<file path="config.mk">
export PLATFORM = sky130hd
export DESIGN_NAME = mf3_median
export DESIGN_NICKNAME = d
export VERILOG_FILES = /design/src/mf3_pkg.sv /design/src/mf3_median.sv
export SDC_FILE = /design/constraint.sdc
export NUM_CORES = 1
export LEC_CHECK = 0
export ABC_CLOCK_PERIOD_IN_PS = 8000
export BUFFER_PORTS_ARGS = -buffer_cell sky130_fd_sc_hd__buf_4
export CAP_MARGIN = 10
export CORE_AREA = 2 2 111 113
export DETAILED_ROUTE_END_ITERATION = 10
export DIE_AREA = 0 0 113 115
export MAX_ROUTING_LAYER = met4
export PLACE_DENSITY = 0.71
export SYNTH_ARGS = -nofsm -noshare
export SYNTH_HDL_FRONTEND = slang
export SYNTH_SLANG_ARGS = --single-unit
</file>
<file path="constraint.sdc">
create_clock -name i_clk -period 8 [get_ports i_clk]
set_input_delay 0.8 -clock i_clk [delete_from_list [all_inputs] [get_ports i_clk]]
set_output_delay 0.8 -clock i_clk [all_outputs]
set_load 0.03 [all_outputs]
</file>
<file path="src/mf3_pkg.sv">
// ----------------------------------------------------------------------------
// mf3_pkg: shared types, codes and helpers of the 3x3 median filter
// Pixel and result types, request codes, register indexes and the small
// compare helpers used by the column cells and the median stage.
// ----------------------------------------------------------------------------
package mf3_pkg;

    localparam int PIX_W          = 8;
    localparam int CFG_W          = 12;
    localparam int CFG_IDX_W      = 1;
    localparam int DEF_MAX_WIDTH  = 2048;
    localparam int DEF_MAX_HEIGHT = 2048;
    localparam int RESET_WIDTH    = 640;
    localparam int RESET_HEIGHT   = 480;

    localparam logic OP_PIXEL = 1'b0;
    localparam logic OP_DRAIN = 1'b1;

    localparam logic [CFG_IDX_W-1:0] REG_FRAME_WIDTH  = 1'b0;
    localparam logic [CFG_IDX_W-1:0] REG_FRAME_HEIGHT = 1'b1;

    typedef logic [PIX_W-1:0] t_pix;

    typedef struct packed {
        t_pix lo;
        t_pix mid;
        t_pix hi;
    } t_trip;

    typedef struct packed {
        logic emit;
        logic interior;
        logic last;
    } t_ctl;

    typedef struct packed {
        t_pix value;
        logic last_of_frame;
    } t_res;

    function automatic t_pix min2(input t_pix a, input t_pix b);
        return (a < b) ? a : b;
    endfunction

    function automatic t_pix max2(input t_pix a, input t_pix b);
        return (a > b) ? a : b;
    endfunction

    function automatic t_pix min3(input t_pix a, input t_pix b, input t_pix c);
        return min2(min2(a, b), c);
    endfunction

    function automatic t_pix max3(input t_pix a, input t_pix b, input t_pix c);
        return max2(max2(a, b), c);
    endfunction

    function automatic t_pix med3(input t_pix a, input t_pix b, input t_pix c);
        return max2(min2(a, b), min2(max2(a, b), c));
    endfunction

    function automatic t_trip sort3(input t_trip t);
        t_trip s;
        s.lo  = min3(t.lo, t.mid, t.hi);
        s.mid = med3(t.lo, t.mid, t.hi);
        s.hi  = max3(t.lo, t.mid, t.hi);
        return s;
    endfunction

endpackage

</file>
<file path="src/mf3_median.sv">
// ----------------------------------------------------------------------------
// mf3_median: median of three sorted columns
// Two register stages: row extremes and middle, then median of those three.
// ----------------------------------------------------------------------------
module mf3_median (
    input  logic           i_clk,
    input  logic           i_en,
    input  mf3_pkg::t_trip i_col0,
    input  mf3_pkg::t_trip i_col1,
    input  mf3_pkg::t_trip i_col2,
    output mf3_pkg::t_pix  o_med
);

    mf3_pkg::t_pix r_lo;
    mf3_pkg::t_pix r_mid;
    mf3_pkg::t_pix r_hi;
    mf3_pkg::t_pix r_med;

    always_ff @(posedge i_clk) begin
        if (i_en) begin
            r_lo  <= mf3_pkg::max3(i_col0.lo, i_col1.lo, i_col2.lo);
            r_mid <= mf3_pkg::med3(i_col0.mid, i_col1.mid, i_col2.mid);
            r_hi  <= mf3_pkg::min3(i_col0.hi, i_col1.hi, i_col2.hi);
            r_med <= mf3_pkg::med3(r_lo, r_mid, r_hi);
        end
    end

    assign o_med = r_med;

endmodule

</file>
==> metrics.md, run 1 <==
| Metric | Value |
|---|---|
| Share of layout cells above drive strength 1 | `0.2016` |
| # IOs | `just over 80` |
| Crit path launch type | `register` |
| Final Core Density | `0.4639` |
| Worst Hold Path EP | `o_med[5]` |
| Worst reg2reg path startpoint | `r_mid[1]` |
| Final Critical Period | `approximately 6500 ps` |
| Congestion Overflow GR | `0` |
| Clock Power Share | `0.134` |
| Mapped Cells | `between 500 and 600` |
| Post-synthesis cell type count | `52` |
| CTS Buf Count | `5` |
| DRC violations left | `1` |
| Die Y | `115 um` |
| Crit Path Max Fanout | `23` |
| Hold_sp | `r_hi[5]` |
| CP Data Required Time | `8030 ps` |
| Main synth FF type | `edfxtp_1` |
| Post-DR wirelength/cell | `roughly 15 um` |
| Core Area | `approximately 12,000 um2` |
| R2r setup slk | `around 1500 ps` |
| GP Congestion | `slightly above 0.9` |
| Worst hold-check path type | `register to register` |
| CTS tree | `built` |
| Internal power | `approximately 910 uW` |
| Final HPWL DP | `9731 um` |
| Failing checks | `design-rule violations` |
| Post-synthesis register bit count | `32` |
| RSZ-0062 raised after global routing | `false` |
| Number of synthesized flops with an enable pin | `32` |
| Yosys warns | `0` |
| Vias per inst | `roughly 5.6` |
| PortBufs | `between 80 and 90` |
| Root buf cell | `clkbuf_16` |
| Register area share after synthesis | `0.2088` |
| Seq pwr share | `0.191` |
| Leading cell types in the layout, fill and taps excluded | `buf_4 (81), inv_1 (79), ha_1 (76), o21ai_0 (41), a21oi_1 (37)` |
| Tot GR Track Use | `0.1861` |
| Worst-skew pair later-pin latency | `about 280 ps` |
| Largest net degree at the start of global routing | `33` |
| Clock sink total | `32` |
| Area of the die | `between 10,000 and 15,000 um2` |
| Synthesized Nets | `714` |
| Worst Hold Depth | `2` |
| Post-CTS setup buffers | `0` |
| P&R area growth vs syn | `19.06%` |
| Measured slew at the worst slew-check pin | `about 1100 ps` |
| WP data arrival | `about 6500 ps` |
| Clk slew on worst S/H paths | `around 60 ps` |
| Psw | `~740 uW` |
| Max-cap viol count | `0` |
| Async SR Flop Fraction | `0` |
| Synth area leaders | `edfxtp_1 (21%), ha_1 (21%), inv_1 (6.4%), a21o_1 (4.9%), o21ai_0 (4.5%)` |
| Crit Path Category | `register to register` |
| Avg Synthesized Cell Area | `8.159 um2` |
| Initial core utilization | `0.3896` |
| Max-slew violation count | `0` |
| Drt total wl | `between 10,000 and 15,000 um` |
| Fin area | `about 5500 um2` |
| Comb pwr share | `0.675` |
| Initial antenna violation count | `0` |
| Post-Syn Area | `between 4000 and 5000 um2` |
| Static leakage | `between 2 and 3 nW` |
| Nets | `about 780` |
| Clock Tree Buf Depth | `2` |
| P per Cell Area | `~300 nW/um2` |
| Setup violations, final | `0` |
| Sw Share | `0.4484` |
| DP Cell Count | `roughly 770` |
| Synth top area share | `0.2088` |
| DIE WIDTH | `113 um` |
| DRT iter0 DRCs | `306` |
| Number of global-route vias before repair | `4,239` |
| Peak Freq | `0.1538 GHz` |
| First-pass GRT wire length | `19,510 um` |
| R2R cell count | `20` |
| Number of diodes | `0` |
| H-tree depth | `2` |
| Synth area leader | `edfxtp_1` |
| DP Area | `between 5000 and 6000 um2` |
| Final Skew | `around 6 ps` |
| Routed Antenna Nets | `0` |
| Rows | `40` |
| Final std cells w/o fill | `782` |
| PostCTS Resize Cnt | `0` |
| Commonest non-fill, non-tap cell in the layout | `buf_4` |
| Hold Vio Cnt, Final | `0` |
| Setup TNS Final | `0 ps` |
| Via count | `approximately 4.4k` |
| Status | `finished with violations` |
| FF-to-FF End | `o_med[0]` |
| First-pass DRT Iterations | `8` |
| Slew HR | `0.2712` |
| Crit share post-route | `0.8129` |
| Fillers | `approximately 1.1k` |
| Peak VDD IR | `about 0.00014 V` |
| CP endpoint kind | `register` |
| Hold_buf cts | `0` |
==> worst max-delay path: stages, from the launching register on <==
cell	delay, ps
edfxtp_1	440
inv_1	110
ha_1	230
nor2b_1	130
o211ai_1	220
a21o_1	550
a21o_1	550
a21o_1	210
ha_1	270
a21oi_2	150
o21ai_1	110
a211o_1	340
nor4_2	620
nor3_1	190
or2_1	270
ha_1	290
nand3_1	120
nor2_1	60
a32o_1	240
a21oi_1	730
mux2_2	420
==> flip-flops by register name (all words and copies together), names as in the netlist <==
signal	cells
r_mid	8
r_lo	8
o_med	8
r_hi	8
==> power by group through the flow <==
stage / sequential [mW] / combinational, mW / clock (mW)
3_5_place_dp: 0.319 / 1.11 / 0
5_1_grt: 0.322 / 1.26 / 0.233
2_1_floorplan: 0.353 / 0.814 / 0
4_1_cts: 0.316 / 1.12 / 0.225
6_report: 0.316 / 1.12 / 0.222
3_3_place_gp: 0.319 / 1.07 / 0
==> kinds of logic after synthesis <==
family,synth area share
AO/OA/AOI/OAI,0.2896
AND/OR/NAND/NOR,0.1835
buffers and inverters,0.08319
adder cells (fa/ha/maj),0.2066
flip-flops,0.2088
multiplexers,0.02828
==> synth_stat cells (2+ instances only) <==
| cell type | count |
|---|---|
| mux2i_1 | 4 |
| a211oi_1 | 15 |
| o21ai_0 | 41 |
| nand4_1 | 8 |
| a21oi_1 | 37 |
| a211o_1 | 3 |
| a221oi_2 | 7 |
| a31oi_1 | 9 |
| o211ai_1 | 2 |
| inv_1 | 79 |
| nor2_1 | 25 |
| edfxtp_1 | 32 |
| nand2_1 | 28 |
| or2_2 | 15 |
| a221oi_1 | 7 |
| o21ai_1 | 2 |
| o21a_1 | 6 |
| a21o_1 | 30 |
| nor2b_1 | 5 |
| ha_1 | 76 |
| and3_1 | 16 |
| a21oi_4 | 2 |
| clkbuf_1 | 15 |
| a2111o_1 | 2 |
| mux2_2 | 8 |
| or2_1 | 15 |
| o31ai_1 | 14 |
| and4_1 | 5 |
| nor3_1 | 19 |
| and2_1 | 2 |
| nand3_1 | 14 |
==> how the worst max path moves through the flow <==
stage                        start       end  slack [ps]  depth (start not counted)
after floorplan           r_mid[5]  o_med[0]        2680                         21
after global placement    r_mid[1]  o_med[0]        1590                         20
after detailed placement  r_mid[1]  o_med[0]        1490                         20
after CTS                 r_mid[1]  o_med[0]        1470                         20
after global routing       r_lo[1]  o_med[0]        1000                         19
final                     r_mid[1]  o_med[0]        1500                         20
==> metrics by stage <==
step / worst slack [ps] / hold WS, ps / power, mW
finish: 1497 / 772.8 / 1.654
global route: 1002 / 832.8 / 1.815
CTS: 1469 / 778.0 / 1.660
detailed placement: 1494 / 769.4 / 1.430
global placement: 1589 / 742.1 / 1.392
floorplan: 2680 / 689.9 / 1.167
==> area by class of cell <==
cell class                 count  area [um2]  area share
sequential                    32       960.9      0.1754
inverter                      79       296.5     0.05412
multi-input combinational    435        3258      0.5947
tap                          147       183.9     0.03357
clock inverter                 3       46.29    0.008449
timing repair buffer          81       608.1      0.1110
clock buffer                   5       125.1     0.02284
==> metal layers <==
layer | GRT usage | part of all wire | vias to the layer above | wire [um]
met3 | 0.02319 | 0.048 | 8 | 542
met2 | 0.3285 | 0.49 | 122 | 5607
met4 | 0.03821 | 0.0092 | 0 | 104
li1 | - | - | 2238 | -
met5 | - | 0 | - | 0
met1 | 0.2295 | 0.45 | 2026 | 5098
No activity file was read; power rests on OpenSTA's default activity.
==> inputs of run 2 (changes only) <==
--- a/config.mk
+++ b/config.mk
@@ -5,7 +5,7 @@
 export SDC_FILE = /design/constraint.sdc
 export NUM_CORES = 1
 export LEC_CHECK = 0
-export ABC_CLOCK_PERIOD_IN_PS = 8000
+export ABC_CLOCK_PERIOD_IN_PS = 6650
 export BUFFER_PORTS_ARGS = -buffer_cell sky130_fd_sc_hd__buf_4
 export CAP_MARGIN = 10
 export CORE_AREA = 2 2 111 113
==> constraint.sdc (replaced) <==
create_clock -name i_clk -period 6.65 [get_ports i_clk]
set_input_delay 0.665 -clock i_clk [delete_from_list [all_inputs] [get_ports i_clk]]
set_output_delay 0.665 -clock i_clk [all_outputs]
set_load 0.03 [all_outputs]
==> metrics.md, run 2 (synthesis results as in run 1) <==
| Metric | Value |
|---|---|
| Status | `finished with violations` |
| Failing checks | `design-rule violations` |
| Met2 Use GR | `0.3285` |
| CP bufs+invs | `2` |
| Sw Share | `0.4470` |
| CTS tree | `built` |
| Post-CTS setup buffers | `0` |
| R2R cell count | `21` |
| Commonest non-fill, non-tap cell in the layout | `buf_4` |
| DP Area | `~5300 um2` |
| PortBufs | `between 80 and 90` |
| Clock Tree Buf Depth | `2` |
| Tot GR Track Use | `0.1917` |
| Seq pwr share | `0.188` |
| Setup TNS Final | `0 ps` |
| Largest net degree at the start of global routing | `33` |
| Clock sink total | `32` |
| Global routing's busiest layer | `met2` |
| Rows | `40` |
| Share of layout cells above drive strength 1 | `0.2038` |
| Crit path launch type | `register` |
| CTS Buf Count | `5` |
| Hold Vio Cnt, Final | `0` |
| # IOs | `just over 80` |
| Slew HR | `0.3040` |
| Final HPWL DP | `a little under 10,000 um` |
| Vias per inst | `approximately 5.7` |
| Clk slew on worst S/H paths | `around 50 ps` |
| DRC violations left | `1` |
| First-pass GRT wire length | `approximately 20,000 um` |
| DIE WIDTH | `~110 um` |
| P per Cell Area | `370.6 nW/um2` |
| Measured slew at the worst slew-check pin | `between 1000 and 1500 ps` |
| Worst Hold Depth | `2` |
| H-tree depth | `2` |
| Max-slew violation count | `0` |
| Number of diodes | `0` |
| Root buf cell | `clkbuf_16` |
| Top delay family on crit path | `compound AO/OA/AOI/OAI gates` |
| CP Data Required Time | `about 6700 ps` |
| Internal power | `between 1 and 1.5 mW` |
| Routed Antenna Nets | `0` |
| First-pass DRT Iterations | `8` |
| Crit-path slowest cell | `or4_4` |
| Max-cap viol count | `0` |
| Number of global-route vias before repair | `between 4k and 5k` |
| Final Core Density | `0.4651` |
| Leading cell types in the layout, fill and taps excluded | `buf_4 (84), inv_1 (79), ha_1 (76), o21ai_0 (41), a21oi_1 (37)` |
| Via count | `4,447` |
| Worst hold-check path type | `input pin to register` |
| PostCTS Resize Cnt | `0` |
| Worst-skew pair later-pin latency | `280 ps` |
| Setup violations, final | `0` |
| GP Congestion | `approximately 0.95` |
| Max incr delay on CP | `610 ps` |
| Post-DR wirelength/cell | `around 15 um` |
| DRT iter0 DRCs | `about 190` |
| Crit path cell chain | `inv_1 -> ha_1 -> nor2b_1 -> o211ai_1 -> a21o_1 -> a21o_1 -> a21o_1 -> ha_1 -> a21oi_2 -> o21ai_1 -> a211o_1 -> or4_4 -> a221oi_2 -> or2_1 -> ha_1 -> nand3_1 -> nor2_1 -> a32o_1 -> a21oi_1 -> buf_4 -> mux2_2` |
| Crit Path Max Fanout | `23` |
| Core Area | `11,810 um2` |
| WP data arrival | `between 6000 and 7000 ps` |
| Crit Path Category | `register to register` |
| Grt met1 use | `0.2400` |
| Static leakage | `~2.8 nW` |
| Final Critical Period | `about 6000 ps` |
| RSZ-0062 raised after global routing | `false` |
| Peak VDD IR | `~0.00021 V` |
| Psw | `~910 uW` |
| Area of the die | `13,000 um2` |
| Clock Power Share | `0.127` |
| Initial antenna violation count | `0` |
| Initial core utilization | `0.3896` |
| Nets | `slightly below 800` |
| P&R area growth vs syn | `19.39%` |
| Final Skew | `1.892 ps` |
| Fin area | `roughly 5500 um2` |
| Peak Freq | `0.1671 GHz` |
| Crit share post-route | `0.9000` |
| Congestion Overflow GR | `0` |
| Die Y | `~120 um` |
| Hold_buf cts | `0` |
| CP Depth | `21` |
| CP endpoint kind | `register` |
| Met3 usage | `0.02688` |
| Comb pwr share | `0.686` |
| Drt total wl | `11,760 um` |
run 2: cell count changes in the layout (fill, tap and decap cells not counted), sizes merged:
cell,change
buf,+3
inv,-1
clkinv,+1
clkinvlp,-1
clkbuf,+1
run 2: through the flow:
| stage | hold slack (ps) | instances | setup WS (ps) | power [mW] |
|---|---|---|---|---|
| 4_1_cts | 698.2 | 785 | 713.8 | 2.028 |
| 3_5_place_dp | 749.5 | 777 | 660.5 | 1.754 |
| 6_report | 702.6 | 785 | 664.9 | 2.036 |
| 2_1_floorplan | 689.9 | 564 | 1330 | 1.404 |
| 3_3_place_gp | 786.8 | 777 | 812.9 | 1.709 |
| 5_1_grt | 699.9 | 785 | 283.2 | 2.220 |
run 2: cell type report:
cell class,instances,area [um2]
Tap cell,147,183.9
Inverter,79,296.5
Timing Repair Buffer,84,630.6
Fill cell,1121,6317
Sequential cell,32,960.9
Clock buffer,6,128.9
Multi-Input combinational cell,435,3258
Clock inverter,2,35.03
run 2: worst register-to-register path, stage by stage (launching register included):
cell      delay [ps]
edfxtp_1         440
inv_1            110
ha_1             230
nor2b_1          130
o211ai_1         250
a21o_1           530
a21o_1           550
a21o_1           200
ha_1             270
a21oi_2          150
o21ai_1          110
a211o_1          330
or4_4            610
a221oi_2         340
or2_1            160
ha_1             250
nand3_1          110
nor2_1            50
a32o_1           240
a21oi_1          120
buf_4            220
mux2_2           350
run 2: layer usage:
layer  share of wire  wire (um)
met1            0.44       5227
met2            0.49       5796
met3           0.049        579
met4           0.014        159
met5               0          0
run 2: power groups by stage:
stage / clock [mW] / sequential [mW] / combinational (mW)
after floorplan: 0 / 0.425 / 0.980
after global placement: 0 / 0.386 / 1.32
after detailed placement: 0 / 0.385 / 1.37
after CTS: 0.262 / 0.382 / 1.38
after global routing: 0.272 / 0.388 / 1.56
final: 0.258 / 0.382 / 1.40
run 2: path summary, 6_finish.rpt:
kind,from,endpoint,slack [ps]
min reg2reg,r_hi[6],o_med[6],780
min,i_col2[3],r_hi[3],700
max,r_mid[1],o_med[0],660
max reg2reg,r_mid[1],o_med[0],660
