<file path="config.mk">
export PLATFORM = sky130hd
export DESIGN_NAME = mf3_col_cell
export DESIGN_NICKNAME = d
export VERILOG_FILES = /design/src/mf3_pkg.sv /design/src/mf3_col_cell.sv
export SDC_FILE = /design/constraint.sdc
export NUM_CORES = 1
export LEC_CHECK = 0
export BUFFER_PORTS_ARGS = -buffer_cell sky130_fd_sc_hd__buf_2
export CORE_UTILIZATION = 40
export CTS_CLUSTER_SIZE = 25
export DETAILED_ROUTE_END_ITERATION = 6
export GPL_ROUTABILITY_DRIVEN = 1
export PLACE_DENSITY = 0.67
export SLEW_MARGIN = 10
export SYNTH_ARGS = -nofsm -noshare
export SYNTH_HDL_FRONTEND = slang
export SYNTH_SLANG_ARGS = --single-unit
</file>
<file path="constraint.sdc">
create_clock -name i_clk -period 7 [get_ports i_clk]
set_input_delay 1.05 -clock i_clk [delete_from_list [all_inputs] [get_ports i_clk]]
set_output_delay 1.05 -clock i_clk [all_outputs]
set_load 0.05 [all_outputs]
</file>
<file path="src/mf3_pkg.sv">
// ----------------------------------------------------------------------------
// mf3_pkg: shared types, codes and helpers of the 3x3 median filter
// Pixel and result types, request codes, register indexes and the small
// compare helpers used by the column cells and the median stage.
// ----------------------------------------------------------------------------
package mf3_pkg;

    localparam int PIX_W          = 8;
    localparam int CFG_W          = 12;
    localparam int CFG_IDX_W      = 1;
    localparam int DEF_MAX_WIDTH  = 2048;
    localparam int DEF_MAX_HEIGHT = 2048;
    localparam int RESET_WIDTH    = 640;
    localparam int RESET_HEIGHT   = 480;

    localparam logic OP_PIXEL = 1'b0;
    localparam logic OP_DRAIN = 1'b1;

    localparam logic [CFG_IDX_W-1:0] REG_FRAME_WIDTH  = 1'b0;
    localparam logic [CFG_IDX_W-1:0] REG_FRAME_HEIGHT = 1'b1;

    typedef logic [PIX_W-1:0] t_pix;

    typedef struct packed {
        t_pix lo;
        t_pix mid;
        t_pix hi;
    } t_trip;

    typedef struct packed {
        logic emit;
        logic interior;
        logic last;
    } t_ctl;

    typedef struct packed {
        t_pix value;
        logic last_of_frame;
    } t_res;

    function automatic t_pix min2(input t_pix a, input t_pix b);
        return (a < b) ? a : b;
    endfunction

    function automatic t_pix max2(input t_pix a, input t_pix b);
        return (a > b) ? a : b;
    endfunction

    function automatic t_pix min3(input t_pix a, input t_pix b, input t_pix c);
        return min2(min2(a, b), c);
    endfunction

    function automatic t_pix max3(input t_pix a, input t_pix b, input t_pix c);
        return max2(max2(a, b), c);
    endfunction

    function automatic t_pix med3(input t_pix a, input t_pix b, input t_pix c);
        return max2(min2(a, b), min2(max2(a, b), c));
    endfunction

    function automatic t_trip sort3(input t_trip t);
        t_trip s;
        s.lo  = min3(t.lo, t.mid, t.hi);
        s.mid = med3(t.lo, t.mid, t.hi);
        s.hi  = max3(t.lo, t.mid, t.hi);
        return s;
    endfunction

endpackage

</file>
<file path="src/mf3_col_cell.sv">
// ----------------------------------------------------------------------------
// mf3_col_cell: one window column cell
// Sorts the column handed in on i_col and holds it sorted until the
// next shift.
// ----------------------------------------------------------------------------
module mf3_col_cell (
    input  logic           i_clk,
    input  logic           i_en,
    input  mf3_pkg::t_trip i_col,
    output mf3_pkg::t_trip o_col
);

    mf3_pkg::t_trip r_col;

    always_ff @(posedge i_clk) begin
        if (i_en) begin
            r_col <= mf3_pkg::sort3(i_col);
        end
    end

    assign o_col = r_col;

endmodule

</file>
==> flow_summary.ini, run 1 <==
[clock_tree]
cts_setup_buffers = 0
clock_path_buffers = 2
cts_buffers = 3
cts_resized = 0
ctsHoldBuffers = 0
clock-sinks = 24
cts.htree.levels = 1
path_clk_slew_ns = 0.08
ctsRootBufferMaster = clkbuf_8
cts_tree = built

[setup_path]
cp_data_required_time_ns = 7.12
critPathSlowestCell = o31ai_2
critPathCaptureType = flip-flop
crit_type = in -> reg
path_max_fanout = 11
cp.arrival_ns = 6.36
cp_common_cell = ha_1
slowest_delay_ns = 0.60
startpoint_type = input pin
startpoint = i_col[11]
crit_chain = buf_2 -> inv_1 -> ha_1 -> a21oi_1 -> a21boi_4 -> o21ai_2 -> mux2_2 -> ha_1 -> nand4_1 -> nor2_1 -> o21ai_0 -> nand3_1 -> mux2i_1 -> ha_1 -> a21oi_1 -> nand2_1 -> o31ai_2 -> nor2b_1 -> a221o_1

[status]
status = finished clean

[logic_synthesis]
yosysWarnings = 0
ys_types = 37
ys_seq_elements = 24
synthMuxAreaShare_pct = 16.56
synthXorXnorAreaFrac_pct = 0
synth_edf_count = 24
synth_top_family_by_area = compound AO/OA/AOI/OAI gates
synth-main-ff-cell = edfxtp_1
synth.yosys.seq_area_share_pct = 32.56
synth_fa_ha_area_share_pct = 17.52
synth-async-reset-ratio_pct = 0
synthSimpleGateAreaFrac_pct = 10.23
synth-compound-area-share_pct = 18.49
postSynthCellCount = 211
avgSynthCellArea_um2 = 10.49
syn_nets = 268
syn_area_mm2 = 0.002213

[die]
io_pins = 50
die_area_mm2 = 0.005835
coreArea_mm2 = 0.005205
num_rows = 26
die_w_um = 76.39
die_height_um = 76.39
initial_core_util_pct = 42.52

[placed_design]
place_hpwl_um = 3901
finalWeightedCongestion = 0.8861
io_buffers = 49
dp.cells = 325
dp_slack_ns = 0.5821
placed_cell_area_mm2 = 0.002515

[finish]
area.growth.synth_to_final_pct = 15.49
largest_reg_flops = 24
final_cells = 328
final_area_mm2 = 0.002556
drive_gt1_share_pct = 32.56
nets = 317
n_antenna_cell = 0
fin_util_pct = 49.11

[timing]
holdWs_ns = 1.161
setup_tns_ns = 0
period_share_pct = 89.21
drv_slew = 0
timing.slew.headroom_pct = 54.54
worst_pin_slew_ns = 0.6778
hold_violations = 0
fin_crit_ns = 6.245
fmax_mhz = 160.1
rsz0062_at_grt = false
fin_ws_ns = 0.7550
setup_viol = 0

[min_path]
hp-class = in -> reg
min_from = i_col[7]

[job]
drv_cap = 0

[pwr]
ir_worst_vdd_uv = 83.16
finalPower_uw = 662.5
p_switching_uw = 291.6
combPwrFrac_pct = 56.6
seq_power_share_pct = 31.1
p_leak_nw = 1.185
p_int_uw = 370.9
powerDensity_mw_per_mm2 = 259.2
switching_share_pct = 44.01
pwr-share-clk_pct = 12.3

[global_routing]
grt_pass1_vias = 1722
grt_max_degree = 25
grt_overflow_total = 0
antenna_found_initial = 0
grtUsageMet1_pct = 22.84
grtUsageTotal_pct = 17.10
busiest_layer = met2
grt_pass1_wl_um = 8073
use_met2_pct = 29.37
grt_use_met3_pct = 1.317

[drt]
post_drt_wl_per_cell_um = 14.44
detail-route-antenna-nets = 0
drt_iter0_markers = 53
vias_per_cell = 5.412
routed_wl_um = 4735
drc = 0
drt-pass1-iter-count = 4
via_count = 1775
==> worst max-delay path: cells and delay by family <==
kind            cells  cell delay, ns
compound gates      7            2.12
simple gates        5            1.46
fa+ha+maj           3            0.90
mux                 2            0.69
buf+inv             2            0.14
==> cell usage in the layout, fill, tap and decap left out, types with 2 or more instances in the layout <==
master	n
edfxtp_1	24
ha_1	31
o21ai_0	12
buf_2	49
o21ai_2	2
clkbuf_8	3
inv_1	19
mux2_4	7
o21a_1	2
nor2_1	5
mux2i_1	7
a21oi_1	18
nor2b_1	4
a21o_1	2
and2_1	2
mux2_2	17
nand2_1	16
a221o_1	9
nand3_1	12
==> synth_stat cells, types with 2 or more instances <==
cell type	instances	area share, %
a21o_1	2	0.68
a21oi_1	18	4.1
a221o_1	9	4.1
and2_1	2	0.57
buf_2	2	0.45
clkbuf_2	2	0.45
edfxtp_1	24	33
ha_1	31	18
inv_1	19	3.2
mux2_2	17	8.6
mux2_4	7	4.7
mux2i_1	7	3.2
nand2_1	16	2.7
nand3_1	12	2.7
nor2_1	5	0.85
nor2b_1	4	1.1
o21a_1	2	0.68
o21ai_0	12	2.7
o21ai_2	2	0.79
==> cells by family after synthesis <==
kind of cell,count (synthesis)
AO/OA/AOI/OAI,55
AND/OR/NAND/NOR,46
multiplexers,31
adder cells (fa/ha/maj),31
buffers and inverters,24
flip-flops,24
==> power by group through the flow <==
| stage | Clock (mW) | Sequential, mW | Combinational, mW |
|---|---|---|---|
| final | 0.0814 | 0.206 | 0.375 |
| after global routing | 0.0883 | 0.209 | 0.404 |
| after detailed placement | 0 | 0.210 | 0.373 |
| after floorplan | 0 | 0.317 | 0.191 |
| after CTS | 0.0822 | 0.207 | 0.375 |
| after global placement | 0 | 0.210 | 0.368 |
==> layout make-up <==
cell class                      count  area [µm²]
Fill cell                         493        2649
Multi-Input combinational cell    163        1390
Sequential cell                    24       720.7
Timing Repair Buffer               49       245.2
Tap cell                           70       87.58
Inverter                           19       71.32
Clock buffer                        3       41.29
==> worst paths after layout <==
| kind | end | cells after the start | slack, ns |
|---|---|---|---|
| worst max-delay path | o_col[11] | 19 | 0.76 |
| worst min-delay path | o_col[15] | 2 | 1.16 |
==> routing by layer <==
layer	share of wire, %	vias to the layer above	routed length [µm]
met3	2.9	5	137
met2	46	43	2200
li1	-	893	-
met5	0	-	0
met4	1.2	0	59
met1	49	834	2337
(Power assumes the default switching activity.)
==> inputs of run 2 (changes only) <==
--- a/config.mk
+++ b/config.mk
@@ -10,6 +10,7 @@
 export CTS_CLUSTER_SIZE = 25
 export DETAILED_ROUTE_END_ITERATION = 6
 export GPL_ROUTABILITY_DRIVEN = 1
+export GPL_TIMING_DRIVEN = 0
 export PLACE_DENSITY = 0.67
 export SLEW_MARGIN = 10
 export SYNTH_ARGS = -nofsm -noshare
==> run 2 against run 1 <==
Net effect:
- count of clock-buffer cells in the layout is the same
- global-route usage decreased by 1.1 points
- wire length is 4.3% lower
- sequential power is essentially flat
- cell area is 1.2% higher
- power is 0.12% lower
- critical path type unchanged
- largest cell class unchanged
==> flow_summary.ini, run 2 (synthesis gave the netlist of run 1 again) <==
[global_routing]
grt_pass1_vias = 1608
grt_pass1_wl_um = 7541
grtUsageTotal_pct = 15.97
use_met2_pct = 26.85
busiest_layer = met2
grt_use_met3_pct = 1.198
grt_max_degree = 25
grt_overflow_total = 0
grtUsageMet1_pct = 21.82
antenna_found_initial = 0

[timing]
fin_crit_ns = 5.856
fin_ws_ns = 1.144
period_share_pct = 83.66
setup_viol = 0
fmax_mhz = 170.8
worst_pin_slew_ns = 0.6903
timing.slew.headroom_pct = 53.70
rsz0062_at_grt = false
setup_tns_ns = 0
drv_slew = 0
hold_violations = 0

[pwr]
p_leak_nw = 1.208
powerDensity_mw_per_mm2 = 255.7
ir_worst_vdd_uv = 101.7

[clock_tree]
ctsRootBufferMaster = clkbuf_8
path_clk_slew_ns = 0.08
cts_buffers = 3
cts_setup_buffers = 0
clock_path_buffers = 2
clock-sinks = 24
cts_resized = 0
cts_tree = built
ctsHoldBuffers = 0
cts.htree.levels = 1

[finish]
mostFrequentLayoutCells = 51 x buf_2, 31 x ha_1, 24 x edfxtp_1
drive_gt1_share_pct = 33.84
largest_reg_flops = 24
area.growth.synth_to_final_pct = 16.90
fin_util_pct = 49.71
nets = 322
n_antenna_cell = 0
final_area_mm2 = 0.002587
final_common_cell = buf_2

[drt]
via_count = 1735
drt_iter0_markers = 45
drt-pass1-iter-count = 4
post_drt_wl_per_cell_um = 13.60
detail-route-antenna-nets = 0
routed_wl_um = 4530
vias_per_cell = 5.210
drc = 0

[setup_path]
path_max_fanout = 10
critPathCaptureType = flip-flop
cp.arrival_ns = 5.97
cp_data_required_time_ns = 7.12
crit_type = in -> reg
startpoint_type = input pin

[die]
die_w_um = 76.39
num_rows = 26
initial_core_util_pct = 42.52
die_area_mm2 = 0.005835
coreArea_mm2 = 0.005205
io_pins = 50
die_height_um = 76.39

[placed_design]
finalWeightedCongestion = 0.8997
dp_slack_ns = 0.9083
placed_cell_area_mm2 = 0.002546
place_hpwl_um = 3745
io_buffers = 49

[min_path]
worstHoldEndpoint = o_col[9]
hp-class = in -> reg
holdPathStages = 2
min_from = i_col[1]

[job]
drv_cap = 0

[status]
status = finished clean
run 2: cell count changes in the layout (fill, tap and decap cells not counted):
| cell | before | now |
|---|---|---|
| buf_2 | 49 | 51 |
| clkbuf_2 | 0 | 2 |
| buf_6 | 0 | 1 |
run 2: area by class of cell:
type,count,area (µm²)
timing repair buffer,49,245.2
tap,70,87.58
sequential,24,720.7
buffer,5,31.28
multi-input combinational,163,1390
clock buffer,3,41.29
inverter,19,71.32
fill,540,2618
run 2: power by group:
group / total (mW) / switching, mW / internal (mW)
logic: 0.379 / 0.243 / 0.136
clock network: 0.0773 / 0.0390 / 0.0383
registers: 0.205 / 0.00523 / 0.200
run 2: worst max-delay path by stage:
stage,slack (ns),end,startpoint
floorplan,1.67,o_col[10],i_col[11]
global placement,0.97,o_col[11],i_col[11]
detailed placement,0.91,o_col[15],i_col[11]
CTS,1.14,o_col[15],i_col[11]
global route,0.72,o_col[15],i_col[11]
finish,1.14,o_col[15],i_col[11]
run 2: worst max-delay path, stage by stage:
cell and delay (ns):
buf_2 0.10, inv_1 0.04, ha_1 0.32, a21oi_1 0.34, a21boi_4 0.15, o21ai_2 0.38
mux2_2 0.43, ha_1 0.31, nand4_1 0.13, nor2_1 0.18, o21ai_0 0.13, nand3_1 0.12
buf_2 0.28, mux2i_1 0.22, ha_1 0.27, a21oi_1 0.20, nand2_1 0.09, o31ai_2 0.61
nor2b_1 0.21, clkbuf_2 0.21, a221o_1 0.20
run 2: through the flow:
step                power (mW)  hold WS, ns  instances
floorplan               0.5085        1.163        211
CTS                     0.6666        1.161        333
finish                  0.6617        1.167        333
global route            0.7028        1.174        333
detailed placement      0.5884        1.427        330
global placement        0.5839        1.433        330
run 2: per-layer routing:
layer	up-vias	part of all wire (%)
li1	908	-
met1	781	50
met2	44	45
met3	2	4.2
met4	0	0.75
met5	-	0
==> inputs of run 3 (changes only) <==
--- a/config.mk
+++ b/config.mk
@@ -11,7 +11,7 @@
 export DETAILED_ROUTE_END_ITERATION = 6
 export GPL_ROUTABILITY_DRIVEN = 1
 export GPL_TIMING_DRIVEN = 0
-export PLACE_DENSITY = 0.67
+export PLACE_DENSITY = 0.69
 export SLEW_MARGIN = 10
 export SYNTH_ARGS = -nofsm -noshare
 export SYNTH_HDL_FRONTEND = slang
==> constraint.sdc (replaced) <==
create_clock -name i_clk -period 5.3 [get_ports i_clk]
set_input_delay 0.795 -clock i_clk [delete_from_list [all_inputs] [get_ports i_clk]]
set_output_delay 0.795 -clock i_clk [all_outputs]
set_load 0.05 [all_outputs]
==> run 3 against run 2 <==
Net effect:
- power rose by 39%
- worst setup slack got worse by 0.94 ns
- die area did not move
- combinational power rose by 44%
- highest routed layer unchanged
- via count rose by 4.4%
- largest cell class unchanged
- critical path depth rose by 3
- critical endpoint is now o_col[11]
- sequential share of layout area fell by 1.9 points
- global-route usage rose by 0.76 points
==> flow_summary.ini, run 3 (synthesis gave the netlist of run 1 again) <==
[status]
status = finished clean

[clock_tree]
ctsHoldBuffers = 0
path_clk_slew_ns = 0.08
ctsRootBufferMaster = clkbuf_8
cts_tree = built
cts.htree.levels = 1
clock_path_buffers = 2
cts_buffers = 3
clock-sinks = 24

[die]
coreArea_mm2 = 0.005205
num_rows = 26
die_area_mm2 = 0.005835
die_w_um = 76.39
initial_core_util_pct = 42.52
die_height_um = 76.39
io_pins = 50

[pwr]
powerDensity_mw_per_mm2 = 330.5
p_leak_nw = 1.297
ir_worst_vdd_uv = 135.3

[setup_path]
path_max_fanout = 8
critPathCaptureType = flip-flop
startpoint_type = input pin
cp_common_cell = ha_1
cp.arrival_ns = 5.11
cp_data_required_time_ns = 5.31
cpLargestDelayFamily = compound AO/OA/AOI/OAI gates
crit_chain = buf_2 -> inv_1 -> ha_1 -> nor2b_1 -> o211ai_2 -> a21boi_4 -> o21ai_4 -> buf_12 -> mux2_4 -> ha_1 -> nand4_1 -> nor2_2 -> o21ai_1 -> nand3_1 -> buf_6 -> mux2_2 -> ha_1 -> nand2_1 -> nor3_1 -> a31oi_1 -> o31ai_4 -> and2_0 -> buf_4 -> a221o_1
slowest_delay_ns = 0.34
cp.buffers_inverters = 5
critPathSlowestCell = a221o_1
crit_type = in -> reg

[finish]
fillers = 492
n_antenna_cell = 0
final_common_cell = buf_2
fin_util_pct = 53.44
nets = 333
area.growth.synth_to_final_pct = 25.66
drive_gt1_share_pct = 39.05
largest_reg_flops = 24
mostFrequentLayoutCells = 50 x buf_2, 29 x ha_1, 24 x edfxtp_1
final_area_mm2 = 0.002781
final_cells = 344

[global_routing]
antenna_found_initial = 0
grtUsageMet1_pct = 23.11
busiest_layer = met2
grt_max_degree = 25
grt_overflow_total = 0
grt_pass1_wl_um = 7900
use_met2_pct = 28.11
grtUsageTotal_pct = 16.73
grt_pass1_vias = 1699
grt_use_met3_pct = 1.078

[drt]
detail-route-antenna-nets = 0
routed_wl_um = 4863
drt_iter0_markers = 81
post_drt_wl_per_cell_um = 14.14
drt-pass1-iter-count = 4
vias_per_cell = 5.267
via_count = 1812
drc = 0

[timing]
timing.slew.headroom_pct = 65.08
fin_crit_ns = 5.100
hold_violations = 0
setup_viol = 0
worst_pin_slew_ns = 0.5238
fmax_mhz = 196.1
holdWs_ns = 0.9186
setup_tns_ns = 0
period_share_pct = 96.22
drv_slew = 0

[placed_design]
finalWeightedCongestion = 0.8862
place_hpwl_um = 3731
io_buffers = 49
placed_cell_area_mm2 = 0.002546
dp.cells = 330

[min_path]
min_from = i_col[7]
hp-class = in -> reg
holdPathStages = 2
worstHoldEndpoint = o_col[23]

[job]
drv_cap = 0
[run 3: what timing repair did]
action,4_1_cts,5_1_grt
gates cloned,0,1
endpoints found under the setup margin,8,8
setup buffers,4,7
pin swaps,2,7
resized for setup,4,19
[run 3: routing by layer]
metal	wire length, µm	vias to the layer above
li1	-	930
met1	2373	838
met2	2324	40
met3	122	4
met4	44	0
met5	0	-
[run 3: cell type report]
class	count	area (µm²)	share of cell area, %
multi-input combinational	163	1470	52.86
sequential	24	720.7	25.91
timing repair buffer	61	355.3	12.78
tap	70	87.58	3.149
inverter	19	71.32	2.564
clock buffer	3	41.29	1.484
buffer	4	35.03	1.260
[run 3: how the worst max path moves through the flow]
stage | from | end | slack (ns) | depth (start not counted)
after floorplan | i_col[11] | o_col[10] | 0.23 | 21
after global placement | i_col[11] | o_col[11] | -0.47 | 21
after detailed placement | i_col[11] | o_col[11] | -0.52 | 21
after CTS | i_col[9] | o_col[11] | 0.01 | 23
after global routing | i_col[9] | o_col[11] | -0.04 | 24
final | i_col[9] | o_col[11] | 0.20 | 24
[run 3: metrics by stage]
stage	setup slack, ns	power, mW
2_1_floorplan	0.2273	0.6716
3_3_place_gp	-0.4651	0.7703
3_5_place_dp	-0.5236	0.7776
4_1_cts	0.01337	0.8957
5_1_grt	-0.03816	0.9748
6_report	0.2001	0.9192
[run 3: power breakdown]
part | switching [mW] | leakage, nW | total [mW] | internal, mW
registers | 0.00734 | 0.234 | 0.272 | 0.264
clock network | 0.0506 | 0.0216 | 0.101 | 0.0506
logic | 0.337 | 1.04 | 0.546 | 0.210
